### config.mk
export PLATFORM = sky130hd
export DESIGN_NAME = line_label_value_extractor_top
export DESIGN_NICKNAME = d
export VERILOG_FILES = /design/src/llve_pkg.sv /design/src/llve_front.sv /design/src/llve_fifo.sv /design/src/llve_back.sv /design/src/line_label_value_extractor_top.sv
export SDC_FILE = /design/constraint.sdc
export NUM_CORES = 1
export LEC_CHECK = 0
export CAP_MARGIN = 20
export CORE_AREA = 3 3 161 163
export CTS_CLUSTER_SIZE = 28
export DETAILED_ROUTE_END_ITERATION = 8
export DIE_AREA = 0 0 164 166
export DONT_BUFFER_PORTS = 1
export PLACE_DENSITY = 0.7
export SLEW_MARGIN = 20
export SYNTH_ARGS = -nofsm -noshare
export SYNTH_HDL_FRONTEND = slang
export SYNTH_SLANG_ARGS = --single-unit
### constraint.sdc
create_clock -name clk -period 7 [get_ports clk]
set_input_delay 0.7 -clock clk [delete_from_list [all_inputs] [get_ports clk]]
set_output_delay 0.7 -clock clk [all_outputs]
set_load 0.1 [all_outputs]
### src/llve_pkg.sv
// ----------------------------------------------------------------------------
// llve_pkg: shared types and constants of the label value extractor
// Character codes, register indexes, the result bundle passed from the
// front end to the back end, and the byte helpers.
// ----------------------------------------------------------------------------
`default_nettype none

package llve_pkg;

  // Character codes
  localparam logic [7:0] CH_NUL     = 8'h00;
  localparam logic [7:0] CH_TAB     = 8'h09;
  localparam logic [7:0] CH_LF      = 8'h0A;
  localparam logic [7:0] CH_CR      = 8'h0D;
  localparam logic [7:0] CH_SPACE   = 8'h20;
  localparam logic [7:0] CH_COLON   = 8'h3A;
  localparam logic [7:0] CH_UPPER_A = 8'h41;
  localparam logic [7:0] CH_UPPER_Z = 8'h5A;
  localparam logic [7:0] CASE_GAP   = 8'h20;

  // Configuration port
  localparam int CfgIdxW = 2;
  localparam int CfgDataW = 64;
  localparam logic [CfgIdxW-1:0] CFG_LABEL_CHARS    = 2'd0;
  localparam logic [CfgIdxW-1:0] CFG_LABEL_LENGTH   = 2'd1;
  localparam logic [CfgIdxW-1:0] CFG_VALUE_CAPACITY = 2'd2;
  localparam int ResetCapacity = 64;

  // Result queue between front and back end
  localparam int QueueDepth = 4;
  localparam int QPtrW = 2;
  localparam int QCntW = 3;

  // Results caused by one text byte: optional space, optional character,
  // optional done item, emitted in that order
  typedef struct packed {
    logic       has_space;
    logic       has_char;
    logic [7:0] ch;
    logic       has_done;
    logic       found;
  } res_bundle_t;

  // Head of the result queue as seen by the back end
  typedef struct packed {
    logic        valid;
    res_bundle_t bundle;
  } q_head_t;

  function automatic logic [7:0] low_case(input logic [7:0] c);
    if (c >= CH_UPPER_A && c <= CH_UPPER_Z) begin
      return c + CASE_GAP;
    end
    return c;
  endfunction

  function automatic logic is_ws(input logic [7:0] c);
    return (c == CH_SPACE) || (c >= CH_TAB && c <= CH_CR);
  endfunction

endpackage

`default_nettype wire

### src/llve_front.sv
// ----------------------------------------------------------------------------
// llve_front: byte classifier and label matcher
// Holds the configuration, scans each text byte for the label at a line
// start, tracks the value phase and pushes the results of each byte as one
// bundle into the result queue.
// ----------------------------------------------------------------------------
`default_nettype none

module llve_front #(
  parameter int MAX_LABEL    = 8,
  parameter int MAX_CAPACITY = 256
) (
  input  logic                          clk,
  input  logic                          rst,
  input  logic                          text_valid,
  output logic                          text_stall,
  input  logic [7:0]                    text_byte,
  input  logic                          cfg_write,
  input  logic [llve_pkg::CfgIdxW-1:0]  cfg_index,
  input  logic [llve_pkg::CfgDataW-1:0] cfg_data,
  input  logic                          full,
  output logic                          push,
  output llve_pkg::res_bundle_t         push_bundle
);
  import llve_pkg::*;

  localparam int LenW = $clog2(MAX_LABEL + 1);
  localparam int LimW = $clog2(MAX_CAPACITY);
  localparam int ResetLim =
    ((ResetCapacity > MAX_CAPACITY) ? MAX_CAPACITY : ResetCapacity) - 1;

  typedef enum logic [4:0] {
    PH_SCAN      = 5'b00001,
    PH_SKIP_PRE  = 5'b00010,
    PH_SKIP_POST = 5'b00100,
    PH_COPY      = 5'b01000,
    PH_DRAIN     = 5'b10000
  } phase_t;

  // Configuration (label held lowercased)
  logic [MAX_LABEL-1:0][7:0] label_lc;
  logic [LenW-1:0]           label_size;
  logic [LimW-1:0]           raw_limit;
  logic [LenW-1:0]           len_sat;
  logic [LimW-1:0]           lim_sat;

  // Scan state
  phase_t                    phase, phase_next;
  logic                      at_line_start, at_line_start_next;
  logic [LimW-1:0]           raw_count, raw_count_next;
  logic                      pending_space, pending_space_next;
  logic                      emitted_any, emitted_any_next;
  logic [MAX_LABEL-1:0][7:0] hist_byte, hist_byte_next;
  logic [MAX_LABEL-1:0]      hist_ls, hist_ls_next;

  logic [MAX_LABEL-1:0][7:0] shift_byte;
  logic [MAX_LABEL-1:0]      shift_ls;
  logic [MAX_LABEL:0]        match_len;
  logic                      label_match;
  logic                      accept;
  logic                      do_copy;
  logic                      do_restart;
  logic [LimW-1:0]           raw_inc;
  res_bundle_t               bundle;

  assign accept     = text_valid && !full;
  assign text_stall = full;

  // Saturate configuration values as they are written
  always_comb begin
    logic [31:0] cap32;
    cap32 = 32'(cfg_data[8:0]);
    if (cfg_data[3:0] > 4'(MAX_LABEL)) begin
      len_sat = LenW'(MAX_LABEL);
    end else begin
      len_sat = LenW'(cfg_data[3:0]);
    end
    if (cap32 > 32'(MAX_CAPACITY)) begin
      lim_sat = LimW'(MAX_CAPACITY - 1);
    end else if (cap32 == 32'd0) begin
      lim_sat = '0;
    end else begin
      lim_sat = LimW'(cap32 - 32'd1);
    end
  end

  // Take configuration writes
  always_ff @(posedge clk) begin
    if (rst) begin
      label_lc   <= '0;
      label_size <= '0;
      raw_limit  <= LimW'(ResetLim);
    end else if (cfg_write) begin
      case (cfg_index)
        CFG_LABEL_CHARS: begin
          for (int i = 0; i < MAX_LABEL; i++) begin
            label_lc[i] <= low_case(cfg_data[8*i +: 8]);
          end
        end
        CFG_LABEL_LENGTH:   label_size <= len_sat;
        CFG_VALUE_CAPACITY: raw_limit <= lim_sat;
        default: ;
      endcase
    end
  end

  // Shift the byte into the history
  always_comb begin
    shift_byte[0] = low_case(text_byte);
    shift_ls[0]   = at_line_start;
    for (int k = 1; k < MAX_LABEL; k++) begin
      shift_byte[k] = hist_byte[k-1];
      shift_ls[k]   = hist_ls[k-1];
    end
  end

  // Compare the shifted history with the label, once for each length
  always_comb begin
    logic m;
    match_len[0] = 1'b0;
    for (int l = 1; l <= MAX_LABEL; l++) begin
      m = shift_ls[l-1];
      for (int i = 0; i < MAX_LABEL; i++) begin
        if (i < l) begin
          if (shift_byte[l-1-i] != label_lc[i]) begin
            m = 1'b0;
          end
        end
      end
      match_len[l] = m;
    end
  end

  assign label_match = match_len[label_size];

  // Next state and results of one byte
  always_comb begin
    phase_next         = phase;
    at_line_start_next = at_line_start;
    raw_count_next     = raw_count;
    pending_space_next = pending_space;
    emitted_any_next   = emitted_any;
    hist_byte_next     = hist_byte;
    hist_ls_next       = hist_ls;
    bundle             = '0;
    do_copy            = 1'b0;
    do_restart         = 1'b0;
    raw_inc            = raw_count + LimW'(1);

    case (phase)
      PH_SCAN: begin
        if (text_byte == CH_NUL) begin
          bundle.has_done = 1'b1;
          do_restart      = 1'b1;
        end else begin
          hist_byte_next     = shift_byte;
          hist_ls_next       = shift_ls;
          at_line_start_next = (text_byte == CH_LF) || (text_byte == CH_CR);
          if (label_match) begin
            phase_next = PH_SKIP_PRE;
          end
        end
      end
      PH_SKIP_PRE, PH_SKIP_POST: begin
        if (text_byte == CH_NUL) begin
          bundle.has_done = 1'b1;
          do_restart      = 1'b1;
        end else if (is_ws(text_byte)) begin
          phase_next = phase;
        end else if (phase == PH_SKIP_PRE && text_byte == CH_COLON) begin
          phase_next = PH_SKIP_POST;
        end else begin
          do_copy = 1'b1;
        end
      end
      PH_COPY: do_copy = 1'b1;
      PH_DRAIN: begin
        if (text_byte == CH_NUL) begin
          do_restart = 1'b1;
        end
      end
      default: do_restart = 1'b1;
    endcase

    // Copy one byte of the value line
    if (do_copy) begin
      if (text_byte == CH_NUL || text_byte == CH_LF || text_byte == CH_CR ||
          raw_count >= raw_limit) begin
        bundle.has_done = 1'b1;
        bundle.found    = emitted_any;
        if (text_byte == CH_NUL) begin
          do_restart = 1'b1;
        end else begin
          phase_next = PH_DRAIN;
        end
      end else begin
        phase_next     = PH_COPY;
        raw_count_next = raw_inc;
        if (is_ws(text_byte)) begin
          if (emitted_any) begin
            pending_space_next = 1'b1;
          end
        end else begin
          bundle.has_space   = pending_space;
          bundle.has_char    = 1'b1;
          bundle.ch          = low_case(text_byte);
          pending_space_next = 1'b0;
          emitted_any_next   = 1'b1;
        end
        if (raw_inc >= raw_limit) begin
          bundle.has_done = 1'b1;
          bundle.found    = emitted_any_next;
          phase_next      = PH_DRAIN;
        end
      end
    end

    // Restart the scan for the next text
    if (do_restart) begin
      phase_next         = PH_SCAN;
      at_line_start_next = 1'b1;
      raw_count_next     = '0;
      pending_space_next = 1'b0;
      emitted_any_next   = 1'b0;
      hist_ls_next       = '0;
    end
  end

  assign push        = accept && (bundle.has_space || bundle.has_char || bundle.has_done);
  assign push_bundle = bundle;

  // Advance control state on each accepted item
  always_ff @(posedge clk) begin
    if (rst) begin
      phase         <= PH_SCAN;
      at_line_start <= 1'b1;
      raw_count     <= '0;
      pending_space <= 1'b0;
      emitted_any   <= 1'b0;
      hist_ls       <= '0;
    end else if (accept) begin
      phase         <= phase_next;
      at_line_start <= at_line_start_next;
      raw_count     <= raw_count_next;
      pending_space <= pending_space_next;
      emitted_any   <= emitted_any_next;
      hist_ls       <= hist_ls_next;
    end
  end

  // Hold history bytes; unused slots are masked by their line-start flags
  always_ff @(posedge clk) begin
    if (accept) begin
      hist_byte <= hist_byte_next;
    end
  end

`ifndef SYNTHESIS
  a_push_needs_item: assert property (@(posedge clk) disable iff (rst)
    push |-> text_valid && !text_stall)
    else $error("result pushed without an accepted item");
  a_space_after_char: assert property (@(posedge clk) disable iff (rst)
    pending_space |-> emitted_any)
    else $error("pending space before any value character");
  a_raw_only_in_value: assert property (@(posedge clk) disable iff (rst)
    (raw_count != '0) |-> (phase == PH_COPY || phase == PH_DRAIN))
    else $error("raw count set outside the value line");
`endif

endmodule

`default_nettype wire

### src/llve_fifo.sv
// ----------------------------------------------------------------------------
// llve_fifo: result bundle queue
// Four-entry queue between the front end and the back end, so that either
// side can stall without holding up the other.
// ----------------------------------------------------------------------------
`default_nettype none

module llve_fifo (
  input  logic                  clk,
  input  logic                  rst,
  input  logic                  push,
  input  llve_pkg::res_bundle_t push_bundle,
  output logic                  full,
  output llve_pkg::q_head_t     head,
  input  logic                  pop
);
  import llve_pkg::*;

  res_bundle_t        entries [QueueDepth];
  logic [QPtrW-1:0]   wr_ptr;
  logic [QPtrW-1:0]   rd_ptr;
  logic [QCntW-1:0]   count;

  assign full        = (count == QCntW'(QueueDepth));
  assign head.valid  = (count != '0);
  assign head.bundle = entries[rd_ptr];

  // Advance pointers and fill count
  always_ff @(posedge clk) begin
    if (rst) begin
      wr_ptr <= '0;
      rd_ptr <= '0;
      count  <= '0;
    end else begin
      if (push) begin
        wr_ptr <= wr_ptr + QPtrW'(1);
      end
      if (pop) begin
        rd_ptr <= rd_ptr + QPtrW'(1);
      end
      case ({push, pop})
        2'b10:   count <= count + QCntW'(1);
        2'b01:   count <= count - QCntW'(1);
        default: count <= count;
      endcase
    end
  end

  // Store pushed bundles
  always_ff @(posedge clk) begin
    if (push) begin
      entries[wr_ptr] <= push_bundle;
    end
  end

`ifndef SYNTHESIS
  a_count_bound: assert property (@(posedge clk) disable iff (rst)
    count <= QCntW'(QueueDepth))
    else $error("queue count beyond depth");
  a_no_push_full: assert property (@(posedge clk) disable iff (rst)
    push |-> !full)
    else $error("push into a full queue");
  a_no_pop_empty: assert property (@(posedge clk) disable iff (rst)
    pop |-> head.valid)
    else $error("pop from an empty queue");
`endif

endmodule

`default_nettype wire

### src/llve_back.sv
// ----------------------------------------------------------------------------
// llve_back: result sequencer
// Unpacks the bundle at the head of the queue into single result items and
// drives them through the output register, one item per cycle unless stalled.
// ----------------------------------------------------------------------------
`default_nettype none

module llve_back (
  input  logic              clk,
  input  logic              rst,
  input  llve_pkg::q_head_t head,
  output logic              pop,
  output logic              result_valid,
  input  logic              result_stall,
  output logic [7:0]        out_byte,
  output logic              value_done,
  output logic              found
);
  import llve_pkg::*;

  // Parts of the head bundle already sent: {done, char, space}
  logic [2:0] used;
  logic [2:0] mark;
  logic       rem_space, rem_char, rem_done;
  logic       last;
  logic       load;
  logic       advance;
  logic [7:0] pick_byte;
  logic       pick_done;
  logic       pick_found;

  assign rem_space = head.bundle.has_space && !used[0];
  assign rem_char  = head.bundle.has_char  && !used[1];
  assign rem_done  = head.bundle.has_done  && !used[2];
  assign load      = !result_valid || !result_stall;
  assign advance   = load && head.valid;
  assign pop       = advance && last;

  // Pick the next part of the head bundle
  always_comb begin
    pick_byte  = CH_NUL;
    pick_done  = 1'b0;
    pick_found = 1'b0;
    mark       = 3'b000;
    last       = 1'b1;
    if (rem_space) begin
      pick_byte = CH_SPACE;
      mark      = 3'b001;
      last      = !rem_char && !rem_done;
    end else if (rem_char) begin
      pick_byte = head.bundle.ch;
      mark      = 3'b010;
      last      = !rem_done;
    end else begin
      pick_done  = 1'b1;
      pick_found = head.bundle.found;
      mark       = 3'b100;
    end
  end

  // Advance output valid and bundle progress
  always_ff @(posedge clk) begin
    if (rst) begin
      result_valid <= 1'b0;
      used         <= 3'b000;
    end else if (load) begin
      result_valid <= head.valid;
      if (head.valid) begin
        if (last) begin
          used <= 3'b000;
        end else begin
          used <= used | mark;
        end
      end
    end
  end

  // Load the output payload
  always_ff @(posedge clk) begin
    if (advance) begin
      out_byte   <= pick_byte;
      value_done <= pick_done;
      found      <= pick_found;
    end
  end

`ifndef SYNTHESIS
  a_found_only_done: assert property (@(posedge clk) disable iff (rst)
    result_valid && !value_done |-> !found)
    else $error("found flag on a value item");
  a_done_byte_zero: assert property (@(posedge clk) disable iff (rst)
    result_valid && value_done |-> out_byte == CH_NUL)
    else $error("done item with a non-zero byte");
  a_partial_has_head: assert property (@(posedge clk) disable iff (rst)
    (used != 3'b000) |-> head.valid)
    else $error("bundle partly sent but queue empty");
`endif

endmodule

`default_nettype wire

### src/line_label_value_extractor_top.sv
// ----------------------------------------------------------------------------
// line_label_value_extractor_top: labelled line value extractor
// Throughput: one text byte per cycle; results leave one per cycle while
// result_stall is low, and the input stalls while the four-bundle result
// queue is full. Each result passes the result queue and the output register.
// Reset: synchronous; registers return to their reset values, no clear pass.
// ----------------------------------------------------------------------------
`default_nettype none

module line_label_value_extractor_top #(
  parameter int MAX_LABEL    = 8,
  parameter int MAX_CAPACITY = 256
) (
  input  logic                          clk,
  input  logic                          rst,
  input  logic                          text_valid,
  output logic                          text_stall,
  input  logic [7:0]                    text_byte,
  output logic                          result_valid,
  input  logic                          result_stall,
  output logic [7:0]                    out_byte,
  output logic                          value_done,
  output logic                          found,
  input  logic                          cfg_write,
  input  logic [llve_pkg::CfgIdxW-1:0]  cfg_index,
  input  logic [llve_pkg::CfgDataW-1:0] cfg_data
);
  import llve_pkg::*;

  logic        q_push;
  logic        q_full;
  logic        q_pop;
  res_bundle_t q_push_bundle;
  q_head_t     q_head;

  // Classify bytes and match the label
  llve_front #(
    .MAX_LABEL    (MAX_LABEL),
    .MAX_CAPACITY (MAX_CAPACITY)
  ) u_front (
    .clk         (clk),
    .rst         (rst),
    .text_valid  (text_valid),
    .text_stall  (text_stall),
    .text_byte   (text_byte),
    .cfg_write   (cfg_write),
    .cfg_index   (cfg_index),
    .cfg_data    (cfg_data),
    .full        (q_full),
    .push        (q_push),
    .push_bundle (q_push_bundle)
  );

  // Decouple front and back end
  llve_fifo u_fifo (
    .clk         (clk),
    .rst         (rst),
    .push        (q_push),
    .push_bundle (q_push_bundle),
    .full        (q_full),
    .head        (q_head),
    .pop         (q_pop)
  );

  // Send result items
  llve_back u_back (
    .clk          (clk),
    .rst          (rst),
    .head         (q_head),
    .pop          (q_pop),
    .result_valid (result_valid),
    .result_stall (result_stall),
    .out_byte     (out_byte),
    .value_done   (value_done),
    .found        (found)
  );

endmodule

`default_nettype wire

==> out/metrics.csv <==
stage,metric,value,unit
run_status,status,"finished, final reports clean",
route,wire per inst,24.02,um
synth,most frequent cells after synthesis,"131 x xor2_1, 124 x xnor2_1, 117 x nand2_1",
synth,post-synthesis instance total,1417,
critical_path,Setup CP Type,flop to flop,
die,area of the core,0.02446,mm2
route,Detail Route Antenna Nets,0,
timing,Tmin final,3.915,ns
synth,syn avg cell area,9.538,um2
timing,Max Fclk,255.5,MHz
pwr,Peak VDD IR,164.9,uV
clocking,CTS tree,built,
clocking,# resized after CTS,0,
route,detailed-router iteration count before antenna repair,5,
clocking,TritonCTS buffer count,24,
min_path,hold crit path type,input port to flop,
route,vias,10560,
global_route,largest net degree at the start of global routing,107,
clocking,clock buffer depth,3,
clocking,CTS root buf,clkbuf_16,
critical_path,R2R setup slack,3.09,ns
placement,post-DP HPWL,28.83,mm
clocking,H-tree depth,1,
synth,post-synth top area share,25.33,%
timing,Layout Skew,0.01516,ns
critical_path,worst endpoint required time,7.45,ns
global_route,vias in the first global route,10380,
placement,Setup WS pre-CTS,3.003,ns
clocking,post-CTS setup buffers,0,
layout,nets@finish,1446,
timing,final hold viol count,0,
timing,Slew Limit Fails,0,
global_route,first-pass GRT wire length,61.13,mm
placement,IO buf count,0,
timing,worst rel slew slack,29.45,%
clocking,CTS Hold Bufs,0,
critical_path,WP data arrival,4.36,ns
critical_path,Worst Path Max Fanout,7,
global_route,All-Layer GR Usage,29.16,%
synth,"count leader, synth",xor2_1,
die,die area,0.02722,mm2
route,Routed Wire Length,40.19,mm
synth,asr flop ratio synth,0,%
die,Die W,164,um
synth,Netlist cell types,83,
layout,share of cells above drive strength 1,5.930,%
synth,Synth Register Bits,226,
synth,top_reg_cell synth,edfxtp_1,
synth,Mapped Nets,1532,
min_path,hold path startpoint,rst,
timing,Setup TNS,0,ns
route,initial DRC count,951,
pwr,pwr/cell area,226.5,mW/mm2
timing,RSZ-0062 raised after global routing,no,
critical_path,r2r endpoint,u_fifo.count[2],
route,vias per inst,6.311,
pwr,Pleak,5.095,nW
critical_path,FF-to-FF Start,u_front.raw_count[2],
placement,Final GP Congestion,1.046,
synth,register area share after synthesis,41.92,%
die,Top Ports,91,
synth,dominant cell type by area after synthesis,edfxtp_1,
die,Starting Density,55.25,%
global_route,antenna violations before repair,0,
clocking,register clock-pin slew on the reported worst setup and hold paths,0.06,ns
timing,Setup WS post-layout,3.085,ns
synth,synth warn,0,
run,maxcap violations,0,
critical_path,Reg2Reg Depth,17,
synth,Synth area leaders,"edfxtp_1 25%, dfxtp_1 17%, xor2_1 8.5%",
layout,antenna cells,0,
clocking,Worst-Skew Late Latency,0.53,ns
timing,part of the cycle the worst path needs,55.92,%
critical_path,CP startpoint kind,flop,
critical_path,Critical Path End,u_fifo.count[2],
die,# rows,57,
timing,worst slew pin tran,1.058,ns
layout,Area Growth Syn to Fin,6.462,%
critical_path,origin of the worst setup path,u_front.raw_count[2],
critical_path,CP Capture Type,flop,
synth,number of synthesized flops with an enable pin,114,
global_route,GR Overflow Total,0,
die,Die Ht,166,um
synth,Syn Std Cell Area,0.01352,mm2
route,drc violations,0,
clocking,TritonCTS Sinks,226,
timing,setup violators final,0,
[cells by family after synthesis]
| kind of cell | count (synthesis) | share of synthesized area, % |
|---|---|---|
| xor+xnor | 255 | 16.52 |
| mux | 20 | 2.546 |
| simple gates | 443 | 17.15 |
| fa+ha+maj | 36 | 3.388 |
| flops | 226 | 41.92 |
| buf+inv | 180 | 5.406 |
| compound gates | 257 | 13.06 |
[sequential cells by signal, summed over array words and instances (netlist names), 5 cells and up, named ones only]
register	flops
u_front.raw_limit	8
u_fifo.entries	48
u_front.hist_ls	7
u_front.label_lc	64
u_front.hist_byte	56
u_front.phase	5
u_front.raw_count	8
u_back.out_byte	8
[final cells by class]
type | count | area (um2)
well taps | 324 | 405.4
inverters | 64 | 245.2
clock inverters | 13 | 170.2
repair buffers | 4 | 30.03
flip-flops and latches | 226 | 5665
fillers | 2126 | 10070
clock buffers | 31 | 743.2
multi-input cells | 1011 | 7129
[worst min-delay path by stage]
stage,end,slack (ns),cells past startpoint
after global routing,u_back.result_valid,0.23,1
after CTS,u_back.result_valid,0.24,1
after global placement,u_front.raw_limit[7],0.44,2
after floorplan,u_front.hist_byte[10],0.42,0
after detailed placement,u_front.raw_limit[7],0.44,2
final,u_back.result_valid,0.24,1
[placed cells by master (no fill, tap or decap), drive strengths merged, types with 38 or more instances in the layout]
master	Yosys	final
a21oi	88	88
dfxtp	112	112
edfxtp	114	114
inv	63	64
nand2	118	118
nand4	38	38
nor2	79	79
nor4	42	42
xnor2	124	124
xor2	131	131
[power breakdown]
part	leakage (nW)	switching [W]	internal [W]
combinational	2.75	0.000134	0.000130
clock	0.450	0.000528	0.000898
sequential	1.89	0.000134	0.00143
total	5.10	0.000797	0.00246
[metrics by stage]
| stage | area, um2 | instances | util, % | total power [W] | hold slack [ns] |
|---|---|---|---|---|---|
| floorplan | 13520 | 1417 | - | 0.001787 | 0.4244 |
| global placement | 13480 | 1629 | 55.09 | 0.001846 | 0.4406 |
| detailed placement | 13480 | 1629 | 55.09 | 0.001853 | 0.4437 |
| CTS | 14390 | 1673 | 58.82 | 0.003273 | 0.2359 |
| global route | 14390 | 1673 | 58.82 | 0.003364 | 0.2314 |
| finish | 14390 | 1673 | 58.82 | 0.003259 | 0.2449 |
[critical path, cell delays in order, from the launching register on]
cell     delay, ns
dfxtp_1       0.42
and3_1        0.26
and3_1        0.25
xor2_1        0.16
ha_1          0.26
a21o_1        0.18
a21o_1        0.17
a21oi_1       0.13
o21ai_0       0.15
o21ai_1       0.30
a31oi_4       0.18
inv_1         0.09
ha_1          0.17
inv_1         0.06
fa_1          0.42
xor2_1        0.15
or3_1         0.31
a21oi_1       0.17
[per-layer routing]
metal / wire, um / part of all wire [%] / vias to the layer above / GRT usage [%]
met5: 0 / 0 / - / 0
met4: 2492 / 6.2 / 0 / 15.08
met3: 3712 / 9.2 / 149 / 5.388
met2: 18390 / 46 / 528 / 47.00
met1: 15590 / 39 / 5053 / 37.29
li1: - / - / 4829 / -
Note: power is estimated with default switching activity, not from simulation.
